==> config.mk <==
export PLATFORM = sky130hd
export DESIGN_NAME = websocket_frame_unmasker
export DESIGN_NICKNAME = d
export VERILOG_FILES = /design/src/hdl/wsfu_pkg.sv /design/src/hdl/wsfu_core.sv /design/src/hdl/websocket_frame_unmasker.sv
export VERILOG_INCLUDE_DIRS = /design/src /design/src/hdl
export SDC_FILE = /design/constraint.sdc
export NUM_CORES = 1
export LEC_CHECK = 0
export BUFFER_PORTS_ARGS = -buffer_cell sky130_fd_sc_hd__buf_2
export CAP_MARGIN = 5
export CELL_PAD_IN_SITES_DETAIL_PLACEMENT = 1
export CELL_PAD_IN_SITES_GLOBAL_PLACEMENT = 1
export CORE_ASPECT_RATIO = 0.9
export CORE_MARGIN = 3
export CORE_UTILIZATION = 46
export CTS_BUF_LIST = sky130_fd_sc_hd__clkbuf_4 sky130_fd_sc_hd__clkbuf_8 sky130_fd_sc_hd__clkbuf_16
export CTS_CLUSTER_SIZE = 20
export DETAILED_ROUTE_END_ITERATION = 7
export PLACE_DENSITY = 0.77
export SLEW_MARGIN = 25
export SYNTH_ARGS = -nofsm -noshare
export SYNTH_HDL_FRONTEND = slang
export SYNTH_HIERARCHICAL = 1
export SYNTH_SLANG_ARGS = --single-unit
==> constraint.sdc <==
create_clock -name clk -period 4.05 [get_ports clk]
set_input_delay 0.2025 -clock clk [delete_from_list [all_inputs] [get_ports clk]]
set_output_delay 0.2025 -clock clk [all_outputs]
set_load 0.01 [all_outputs]
==> src/hdl/websocket_frame_unmasker_macros.svh <==
// ----------------------------------------------------------------------------
// websocket_frame_unmasker_macros.svh
// Assertion shorthands shared by the frame unmasker RTL.
// ----------------------------------------------------------------------------
`ifndef WEBSOCKET_FRAME_UNMASKER_MACROS_SVH
`define WEBSOCKET_FRAME_UNMASKER_MACROS_SVH

// Same-cycle implication, clocked on clk and disabled while rst_n is low.
`define WSFU_ASSERT_IMP(lbl, ante, cons, msg) \
  lbl: assert property (@(posedge clk) disable iff (!rst_n) (ante) |-> (cons)) \
    else $error(msg);

// Next-cycle implication, clocked on clk and disabled while rst_n is low.
`define WSFU_ASSERT_NXT(lbl, ante, cons, msg) \
  lbl: assert property (@(posedge clk) disable iff (!rst_n) (ante) |=> (cons)) \
    else $error(msg);

`endif

==> src/hdl/wsfu_pkg.sv <==
// ----------------------------------------------------------------------------
// wsfu_pkg
// Types and constants shared by the frame unmasker modules.
// ----------------------------------------------------------------------------
package wsfu_pkg;

  typedef enum logic [2:0] {
    PH_HDR0    = 3'd0,
    PH_HDR1    = 3'd1,
    PH_EXT_HI  = 3'd2,
    PH_EXT_LO  = 3'd3,
    PH_KEY     = 3'd4,
    PH_PAYLOAD = 3'd5,
    PH_DISCARD = 3'd6
  } phase_t;

  typedef enum logic [1:0] {
    KIND_DATA  = 2'd0,
    KIND_EMPTY = 2'd1,
    KIND_ERROR = 2'd2
  } kind_t;

  typedef struct packed {
    kind_t       kind;
    logic [7:0]  payload_byte;
    logic [3:0]  opcode;
    logic        fin;
    logic        last_byte;
  } result_t;

  localparam logic [6:0] LEN_EXT16 = 7'd126;
  localparam logic [6:0] LEN_EXT64 = 7'd127;

endpackage

==> src/hdl/wsfu_core.sv <==
// ----------------------------------------------------------------------------
// wsfu_core
// Frame header parser state and payload unmask for one byte per step.
// ----------------------------------------------------------------------------
module wsfu_core (
  input  logic              clk,
  input  logic              rst_n,
  input  logic              step,
  input  logic [7:0]        data_byte,
  input  logic              buffer_start,
  output logic              res_valid,
  output wsfu_pkg::result_t res
);
  import wsfu_pkg::*;

  phase_t      phase_r, phase_nxt;
  logic [3:0]  frame_opcode_r, frame_opcode_nxt;
  logic        frame_fin_r, frame_fin_nxt;
  logic        mask_present_r, mask_present_nxt;
  logic [7:0]  length_high_r, length_high_nxt;
  logic [15:0] remaining_r, remaining_nxt;
  logic [31:0] mask_key_r, mask_key_nxt;
  logic [1:0]  key_index_r, key_index_nxt;

  phase_t      ph;
  logic [1:0]  kidx;
  logic        len_known;
  logic [15:0] len_val;
  logic        hdr_done;
  logic [15:0] hdr_rem;
  logic [7:0]  key_byte;
  logic [15:0] rem_dec;

  always_comb begin
    phase_nxt        = phase_r;
    frame_opcode_nxt = frame_opcode_r;
    frame_fin_nxt    = frame_fin_r;
    mask_present_nxt = mask_present_r;
    length_high_nxt  = length_high_r;
    remaining_nxt    = remaining_r;
    mask_key_nxt     = mask_key_r;
    len_known        = 1'b0;
    len_val          = 16'd0;
    hdr_done         = 1'b0;
    hdr_rem          = remaining_r;
    rem_dec          = remaining_r - 16'd1;
    res_valid        = 1'b0;
    res.kind         = KIND_DATA;
    res.payload_byte = 8'd0;
    res.opcode       = frame_opcode_r;
    res.fin          = frame_fin_r;
    res.last_byte    = 1'b0;

    // A new buffer restarts the parse with this byte as header byte zero.
    ph   = buffer_start ? PH_HDR0 : phase_r;
    kidx = buffer_start ? 2'd0 : key_index_r;
    key_index_nxt = kidx;
    key_byte = mask_key_r[{~kidx, 3'b000} +: 8];

    case (ph)
      PH_HDR0: begin
        frame_fin_nxt    = data_byte[7];
        frame_opcode_nxt = data_byte[3:0];
        phase_nxt        = PH_HDR1;
      end
      PH_HDR1: begin
        mask_present_nxt = data_byte[7];
        if (data_byte[6:0] == LEN_EXT16) begin
          phase_nxt = PH_EXT_HI;
        end else if (data_byte[6:0] == LEN_EXT64) begin
          phase_nxt = PH_DISCARD;
          res_valid = 1'b1;
          res.kind  = KIND_ERROR;
        end else begin
          len_known = 1'b1;
          len_val   = {9'd0, data_byte[6:0]};
        end
      end
      PH_EXT_HI: begin
        length_high_nxt = data_byte;
        phase_nxt       = PH_EXT_LO;
      end
      PH_EXT_LO: begin
        len_known = 1'b1;
        len_val   = {length_high_r, data_byte};
      end
      PH_KEY: begin
        mask_key_nxt[{~kidx, 3'b000} +: 8] = data_byte;
        key_index_nxt = kidx + 2'd1;
        hdr_done      = (kidx == 2'd3);
      end
      PH_PAYLOAD: begin
        key_index_nxt    = kidx + 2'd1;
        remaining_nxt    = rem_dec;
        res_valid        = 1'b1;
        res.payload_byte = mask_present_r ? (data_byte ^ key_byte) : data_byte;
        if (rem_dec == 16'd0) begin
          phase_nxt     = PH_HDR0;
          key_index_nxt = 2'd0;
          res.last_byte = 1'b1;
        end
      end
      default: begin
        // Discarding until the next buffer start; unused codes behave alike.
        phase_nxt = ph;
      end
    endcase

    if (len_known) begin
      remaining_nxt = len_val;
      if (mask_present_nxt) begin
        key_index_nxt = 2'd0;
        mask_key_nxt  = 32'd0;
        phase_nxt     = PH_KEY;
      end else begin
        hdr_done = 1'b1;
        hdr_rem  = len_val;
      end
    end

    if (hdr_done) begin
      key_index_nxt = 2'd0;
      if (hdr_rem == 16'd0) begin
        phase_nxt = PH_HDR0;
        res_valid = 1'b1;
        res.kind  = KIND_EMPTY;
      end else begin
        phase_nxt = PH_PAYLOAD;
      end
    end
  end

  always_ff @(posedge clk) begin
    if (!rst_n) begin
      phase_r        <= PH_HDR0;
      frame_opcode_r <= 4'd0;
      frame_fin_r    <= 1'b0;
      mask_present_r <= 1'b0;
      length_high_r  <= 8'd0;
      remaining_r    <= 16'd0;
      mask_key_r     <= 32'd0;
      key_index_r    <= 2'd0;
    end else if (step) begin
      phase_r        <= phase_nxt;
      frame_opcode_r <= frame_opcode_nxt;
      frame_fin_r    <= frame_fin_nxt;
      mask_present_r <= mask_present_nxt;
      length_high_r  <= length_high_nxt;
      remaining_r    <= remaining_nxt;
      mask_key_r     <= mask_key_nxt;
      key_index_r    <= key_index_nxt;
    end
  end

`include "websocket_frame_unmasker_macros.svh"

  `WSFU_ASSERT_IMP(a_payload_nonzero, phase_r == PH_PAYLOAD, remaining_r != 16'd0, "payload phase with no bytes left")
  `WSFU_ASSERT_NXT(a_start_restarts, step && buffer_start, phase_r == PH_HDR1, "buffer start did not restart the header parse")
  `WSFU_ASSERT_IMP(a_nondata_clean, res_valid && res.kind != KIND_DATA, res.payload_byte == 8'd0 && !res.last_byte, "non-data result carries payload bits")
  `WSFU_ASSERT_NXT(a_last_ends_frame, step && res_valid && res.last_byte, phase_r == PH_HDR0 && key_index_r == 2'd0, "last payload byte did not end the frame")

endmodule

==> src/hdl/websocket_frame_unmasker.sv <==
// ----------------------------------------------------------------------------
// websocket_frame_unmasker
// Byte-serial frame header parser and payload unmasker.
// ----------------------------------------------------------------------------
// A byte accepted into the input register is parsed when the single parse
// stage steps; its result is then registered and offered until it is taken.
// Throughput: one byte per cycle, set by that stage, unless out_stall holds a result.
// Reset: synchronous active-low rst_n clears the pipeline valids and the
// parser state, which returns to reading the first header byte.
// ----------------------------------------------------------------------------
module websocket_frame_unmasker (
  input  logic       clk,
  input  logic       rst_n,
  input  logic       in_valid,
  output logic       in_stall,
  input  logic [7:0] in_data_byte,
  input  logic       in_buffer_start,
  output logic       out_valid,
  input  logic       out_stall,
  output logic [1:0] out_kind,
  output logic [7:0] out_payload_byte,
  output logic [3:0] out_opcode,
  output logic       out_fin,
  output logic       out_last_byte
);
  import wsfu_pkg::*;

  logic       in_v_r;
  logic [7:0] in_byte_r;
  logic       in_start_r;
  logic       out_valid_r;
  result_t    out_res_r;

  logic       advance;
  logic       step;
  logic       res_valid;
  result_t    res;

  // The parse stage moves whenever the result register is empty or drains.
  assign advance  = !out_valid_r || !out_stall;
  assign step     = in_v_r && advance;
  assign in_stall = in_v_r && !advance;

  always_ff @(posedge clk) begin
    if (!rst_n) begin
      in_v_r <= 1'b0;
    end else if (!in_stall) begin
      in_v_r <= in_valid;
    end
  end

  always_ff @(posedge clk) begin
    if (in_valid && !in_stall) begin
      in_byte_r  <= in_data_byte;
      in_start_r <= in_buffer_start;
    end
  end

  wsfu_core u_core (
    .clk          (clk),
    .rst_n        (rst_n),
    .step         (step),
    .data_byte    (in_byte_r),
    .buffer_start (in_start_r),
    .res_valid    (res_valid),
    .res          (res)
  );

  always_ff @(posedge clk) begin
    if (!rst_n) begin
      out_valid_r <= 1'b0;
    end else if (advance) begin
      out_valid_r <= step && res_valid;
    end
  end

  always_ff @(posedge clk) begin
    if (advance && step && res_valid) begin
      out_res_r <= res;
    end
  end

  assign out_valid        = out_valid_r;
  assign out_kind         = out_res_r.kind;
  assign out_payload_byte = out_res_r.payload_byte;
  assign out_opcode       = out_res_r.opcode;
  assign out_fin          = out_res_r.fin;
  assign out_last_byte    = out_res_r.last_byte;

endmodule
==> results of run 1 <==
-- worst max-delay path, cell delays in order, from the launching register on --
cell	delay, ps
dfxtp_1	660
nand2b_1	420
inv_1	450
ha_1	310
nand3_1	170
o22a_1	240
nand2_1	80
nand2_1	70
a21oi_2	700
-- path summary, 6_finish.rpt --
path                                       endpoint  slack [ps]                      from  depth (start not counted)
worst max-delay path            out_payload_byte[0]         570     u_core/key_index_r[0]                          8
worst min-delay path                   in_byte_r[1]          40           in_data_byte[1]                          1
worst max register to register  out_payload_byte[0]         570     u_core/key_index_r[0]                          8
worst min register to register        out_opcode[2]         440  u_core/frame_opcode_r[2]                          0
-- layer usage --
metal / share of wire [%] / global-route usage [%]
met1: 47 / 38.97
met2: 43 / 37.36
met3: 7.9 / 5.643
met4: 1.8 / 8.382
met5: 0 / 0
-- synthesized netlist by cell type (all sizes together) (3+ instances only) --
master	instances	area, µm²
nand2	81	304.0
dfxtp	69	1381
a21oi	59	295.3
nor2	51	191.4
nand3	44	220.2
clkbuf	31	118.9
o21ai	29	145.1
edfxtp	25	750.7
mux2i	21	210.2
buf	17	100.1
nor3	15	75.07
and2	11	68.82
xor2	10	87.58
inv	8	30.03
nor2b	8	50.05
ha	7	87.58
nor4	7	80.07
nor3b	6	50.05
xnor2	6	52.55
nand3b	5	37.54
nand4	5	31.28
or4	5	41.29
or3	4	30.03
a221oi	3	26.28
a311oi	3	26.28
a31oi	3	18.77
nand2b	3	18.77
o21a	3	22.52
o22ai	3	18.77
-- cell families (layout without fill, tap and decap cells) --
kind of cell	count (synthesis)	after routing
AO/OA/AOI/OAI	129	129
buffers and inverters	57	65
XOR/XNOR	16	16
flip-flops	94	94
multiplexers	22	22
adder cells (fa/ha/maj)	7	7
AND/OR/NAND/NOR	257	257
-- layout make-up --
class,count,area (µm²),area share [%]
Multi-Input combinational cell,431,2547,47.35
Sequential cell,94,2132,39.63
Clock buffer,10,232.7,4.326
Timing Repair Buffer,40,225.2,4.186
Tap cell,129,161.4,3.000
Clock inverter,6,47.55,0.8837
Inverter,9,33.78,0.6279
-- registers in the layout (all words and copies together) (netlist names) --
| register | count |
|---|---|
| in_byte_r | 8 |
| in_start_r | 1 |
| in_v_r | 1 |
| out_fin | 1 |
| out_kind | 2 |
| out_last_byte | 1 |
| out_opcode | 4 |
| out_payload_byte | 8 |
| out_valid | 1 |
| u_core/frame_fin_r | 1 |
| u_core/frame_opcode_r | 4 |
| u_core/key_index_r | 2 |
| u_core/length_high_r | 8 |
| u_core/mask_key_r | 32 |
| u_core/mask_present_r | 1 |
| u_core/phase_r | 3 |
| u_core/remaining_r | 16 |
-- power breakdown --
group          switching [mW]  internal (mW)
clock network           0.375          0.427
logic                   0.113         0.0714
registers              0.0231          0.976
-- through the flow --
stage	power, mW	cell area, µm²	utilization, %	hold slack, ps
floorplan	1.145	4918	-	301.4
detailed placement	1.201	5090	49.25	381.4
CTS	2.002	5370	51.96	26.03
global route	2.065	5380	52.06	26.79
global placement	1.195	5090	49.25	379.4
finish	1.986	5380	52.06	36.55
==> summary.md, run 1 <==
| Metric | Value |
|---|---|
| Status | `complete, no violations` |
| MaxCap Viol Count | `0` |
| Placed cells | `703` |
| Remaining DRCs | `0` |
| Top Ports | `31` |
| Most common cell after layout, fill and taps aside | `nand2_1` |
| Clk root buf | `clkbuf_16` |
| Iter 0 DRT Violations | `387` |
| Die W | `115.0 µm` |
| Pre-CTS setup slack | `655.6 ps` |
| Compound-Gate Fraction of Synth Area | `15.77%` |
| First-pass GRT wire length | `24540 µm` |
| Seq/Total Area, Yosys | `43.35%` |
| Total GRT Usage | `26.13%` |
| Postcts setup bufs | `0` |
| Via/cell ratio | `6.204` |
| Number of core rows | `35` |
| Hold WC Path Type | `input port to register` |
| Clk sinks | `94` |
| Final setup violation count | `0` |
| Total wire length | `15280 µm` |
| Adder-Cell Fraction of Synth Area | `1.781%` |
| Area Growth Syn to Fin | `9.387%` |
| WL/cell | `21.26 µm` |
| CP required | `4020 ps` |
| Fin nets | `605` |
| Fmax | `287.0 MHz` |
| Clk Latency, worst-skew pair | `340 ps` |
| Netlist cell types | `68` |
| Post-route insts no fill | `719` |
| Setup ws final | `565.3 ps` |
| Avg Inst Size Synth | `8.451 µm²` |
| Clk slew on worst S/H paths | `70 ps` |
| Synth Warn # | `6` |
| Clock Path Buffers | `2` |
| Global route overflow | `0` |
| CTS tree | `yes` |
| Max IR drop VDD | `0.3149 mV` |
| Slew @ Worst Pin | `974.2 ps` |
| P per Cell Area | `369.1 nW/µm²` |
| RSZ-0062 raised after global routing | `no` |
| Post-DP HPWL | `10770 µm` |
| Kind of critical path | `register to register` |
| Relative slew slack | `34.65%` |
| Number of synthesized flops with an enable pin | `25` |
| Starting density of the core | `47.59%` |
| TritonCTS Buffers | `9` |
| Period utilization | `86.04%` |
| Max Slew Vio Count | `0` |
| Multiplexer share of the synthesized area | `4.503%` |
| Die Footprint | `11970 µm²` |
| Syn_nets | `602` |
| Routed vias | `4461` |
| Pleak | `1.900 nW` |
| Asr flop ratio synth | `0%` |
| Main synth FF type | `dfxtp_1` |
| Worst setup EP type | `register` |
| Setup tns final | `0 ps` |
| Initial antenna violation count | `0` |
| Tmin final | `3485 ps` |
| RePlAce Congestion | `0.9469` |
| Die height | `104.1 µm` |
| 1st-pass router iterations | `5` |
| Post-Synth Simple-Gate Area | `26.61%` |
| Number of global-route vias before repair | `4500` |
| CP arrival | `3450 ps` |
| Hold-fix buffers at CTS | `0` |
| Largest net degree at the start of global routing | `33` |
| Largest family of logic cells by synthesized area | `simple AND/OR/NAND/NOR gates` |
| #FFs+latches synth | `94` |
| Worst Path Max Fanout | `16` |
| Total of fill cells in the finished design | `1235` |
| Core outline area | `10330 µm²` |
| Post-synthesis xor/xnor area fraction | `2.849%` |
| Most frequent cells in the layout | `nand2_1 (81), dfxtp_1 (69), a21oi_1 (58)` |
| Share of cells above drive strength 1 | `12.71%` |
| Mapped cell area | `4918 µm²` |
| Worst setup SP type | `register` |
| Antenna diodes | `0` |
| CTS H-tree depth | `3` |
| Post-Synthesis Cells | `582` |
| Worst Skew | `7.047 ps` |
| Post-route ant nets | `0` |
| Final number of hold-violating endpoints | `0` |
| CTS resizes | `0` |
| Port bufs | `30` |
(Power assumes the default switching activity.)
==> run 2, diff against run 1 <==
--- a/config.mk
+++ b/config.mk
@@ -16,7 +16,7 @@
 export CTS_BUF_LIST = sky130_fd_sc_hd__clkbuf_4 sky130_fd_sc_hd__clkbuf_8 sky130_fd_sc_hd__clkbuf_16
 export CTS_CLUSTER_SIZE = 20
 export DETAILED_ROUTE_END_ITERATION = 7
-export PLACE_DENSITY = 0.77
+export PLACE_DENSITY = 0.86
 export SLEW_MARGIN = 25
 export SYNTH_ARGS = -nofsm -noshare
 export SYNTH_HDL_FRONTEND = slang
==> run 2 against run 1 <==
Routed wire length is 0.16% lower. Maximum frequency is 3.7% higher. Cell count is 0.28% lower. Sequential share of layout area hardly changed. Sequential cell count stayed put. Clock power is 8.5% higher. Critical path depth stayed put. Cell area hardly changed. Clock skew is 5.3 ps higher. Largest cell class unchanged.
==> summary.md, run 2 (same netlist as run 1, synthesis figures left out) <==
| Metric | Value |
|---|---|
| Status | `complete, no violations (unchanged)` |
| Register area | `2132 µm² (unchanged)` |
| Die height | `104.1 µm (unchanged)` |
| Buf+Inv Stages, Crit Path | `1 (unchanged)` |
| Total of fill cells in the finished design | `1250 (was 1235)` |
| Number of core rows | `35 (unchanged)` |
| CP required | `4020 ps (about the same)` |
| Most frequent cells in the layout | `nand2_1 (80), dfxtp_1 (69), a21oi_1 (58) (was nand2_1 (81), dfxtp_1 (69), a21oi_1 (58))` |
| Period utilization | `82.97% (was 86.04%)` |
| Remaining DRCs | `0 (unchanged)` |
| Total GRT Usage | `26.25% (was 26.13%)` |
| Number of global-route vias before repair | `4519 (was 4500)` |
| CP most frequent cell | `nand2_1 (unchanged)` |
| Clk sinks | `94 (unchanged)` |
| Clock Path Buffers | `2 (unchanged)` |
| Share of cells above drive strength 1 | `12.41% (was 12.71%)` |
| TritonCTS Buffers | `9 (unchanged)` |
| Largest net degree at the start of global routing | `33 (unchanged)` |
| Routed vias | `4463 (was 4461)` |
| Hold-fix buffers at CTS | `0 (unchanged)` |
| Clk Latency, worst-skew pair | `340 ps (about the same)` |
| Final hold slack | `42.13 ps (was 36.55 ps)` |
| Worst Skew | `12.38 ps (was 7.047 ps)` |
| MaxCap Viol Count | `0 (unchanged)` |
| CTS tree | `yes (unchanged)` |
| Critical Path Stages | `8 (unchanged)` |
| Initial antenna violation count | `0 (unchanged)` |
| Total wire length | `15260 µm (was 15280 µm)` |
| First-pass GRT wire length | `24730 µm (was 24540 µm)` |
| Final number of hold-violating endpoints | `0 (unchanged)` |
| Critical path cell sequence | `nand2b_1 -> inv_1 -> ha_1 -> nand3_1 -> o22a_1 -> nand2_1 -> nand2_1 -> a21oi_2 (unchanged)` |
| Setup tns final | `0 ps (unchanged)` |
| Via/cell ratio | `6.225 (was 6.204)` |
| CP max stage cell | `dfxtp_1 (was a21oi_2)` |
| CP peak stage delay | `650 ps (was 700 ps)` |
| Post-route ant nets | `0 (unchanged)` |
| Clk slew on worst S/H paths | `60 ps (was 70 ps)` |
| Tmin final | `3360 ps (was 3485 ps)` |
| Clk root buf | `clkbuf_16 (unchanged)` |
| Largest register FFs | `32 (unchanged)` |
| Kind of critical path | `register to register (unchanged)` |
| Iter 0 DRT Violations | `434 (was 387)` |
| Most flop-heavy register | `u_core/mask_key_r (unchanged)` |
| WL/cell | `21.28 µm (was 21.26 µm)` |
| Worst setup EP type | `register (unchanged)` |
| Worst setup SP type | `register (unchanged)` |
| Most common cell after layout, fill and taps aside | `nand2_1 (unchanged)` |
| Core outline area | `10330 µm² (unchanged)` |
| Die W | `115.0 µm (unchanged)` |
| CTS H-tree depth | `3 (unchanged)` |
| CTS resizes | `0 (unchanged)` |
| Top Ports | `31 (unchanged)` |
| RePlAce Congestion | `0.9371 (was 0.9469)` |
| Leading registers by flop count | `u_core/mask_key_r: 32 flops, u_core/remaining_r: 16 flops (unchanged)` |
| Hold WC Path Type | `input port to register (unchanged)` |
| Slew @ Worst Pin | `954.0 ps (was 974.2 ps)` |
| Crit path max-delay family | `compound AO/OA/AOI/OAI gates (unchanged)` |
| Max IR drop VDD | `0.2105 mV (was 0.3149 mV)` |
| Relative slew slack | `35.91% (was 34.65%)` |
| Power, Total | `2.054 mW (was 1.986 mW)` |
| RSZ-0062 raised after global routing | `no (unchanged)` |
| Area of the multi-input gates | `2545 µm² (was 2547 µm²)` |
| Area Growth Syn to Fin | `9.438% (was 9.387%)` |
| 1st-pass router iterations | `5 (unchanged)` |
| Worst Path Max Fanout | `16 (unchanged)` |
| Max Slew Vio Count | `0 (unchanged)` |
| CP arrival | `3330 ps (was 3450 ps)` |
| Fin nets | `603 (was 605)` |
| Worst-case reg-to-reg path depth | `8 (unchanged)` |
| Global route overflow | `0 (unchanged)` |
| Fmax | `297.6 MHz (was 287.0 MHz)` |
| Hold depth | `1 (unchanged)` |
| Starting density of the core | `47.59% (unchanged)` |
| Pleak | `1.907 nW (was 1.900 nW)` |
| Die Footprint | `11970 µm² (unchanged)` |
| Port bufs | `30 (unchanged)` |
| P per Cell Area | `381.5 nW/µm² (was 369.1 nW/µm²)` |
| Final setup violation count | `0 (unchanged)` |
| Post-DP HPWL | `10580 µm (was 10770 µm)` |
| Antenna diodes | `0 (unchanged)` |
| Postcts setup bufs | `0 (unchanged)` |
| Fin util | `52.08% (was 52.06%)` |
## run 2: changes by cell type in the layout (fill, tap and decap cells not counted)
| cell | previous run | this run |
|---|---|---|
| nand2_2 | 0 | 1 |
| buf_4 | 10 | 8 |
| inv_8 | 1 | 0 |
| bufinv_16 | 0 | 1 |
| nand2_1 | 81 | 80 |
| nor3_1 | 14 | 15 |
| clkbuf_4 | 1 | 2 |
| nor3_2 | 1 | 0 |
| clkinvlp_4 | 3 | 1 |
| inv_6 | 0 | 1 |
## run 2: path summary, 6_finish.rpt
check                          end  slack (ps)                   from
max                    out_kind[0]         690  u_core/key_index_r[0]
min                   in_byte_r[1]          40        in_data_byte[1]
min reg2reg  u_core/mask_key_r[16]         460  u_core/mask_key_r[16]
max reg2reg            out_kind[0]         690  u_core/key_index_r[0]
## run 2: power breakdown
group	total (mW)	internal (mW)	switching [mW]
clock	0.871	0.495	0.375
sequential	1.00	0.976	0.0272
combinational	0.180	0.0701	0.110
## run 2: per-layer routing
metal | wire length (µm) | track usage (%) | vias to the layer above
li1 | - | - | 2059
met1 | 6978 | 37.23 | 2201
met2 | 7102 | 41.16 | 170
met3 | 884 | 4.654 | 33
met4 | 293 | 6.957 | 0
met5 | 0 | 0 | -
## run 2: per-stage QoR
stage | cells | area, µm² | worst slack, ps
after global routing | 717 | 5383 | 349.5
after floorplan | 582 | 4918 | 1085
after CTS | 717 | 5375 | 719.5
after global placement | 701 | 5075 | 999.6
after detailed placement | 701 | 5075 | 706.3
final | 717 | 5383 | 689.9
## run 2: worst reg2reg max path: stages (launching register included)
cell	delay, ps
dfxtp_1	650
nand2b_1	430
inv_1	420
ha_1	290
nand3_1	150
o22a_1	240
nand2_1	90
nand2_1	80
a21oi_2	650
## run 2: final cells by class
cell class / instances / area share, %
Timing Repair Buffer: 38 / 3.905
Clock inverter: 5 / 1.116
Clock buffer: 11 / 4.463
Multi-Input combinational cell: 431 / 47.28
Inverter: 9 / 0.6276
Tap cell: 129 / 2.999
Sequential cell: 94 / 39.61
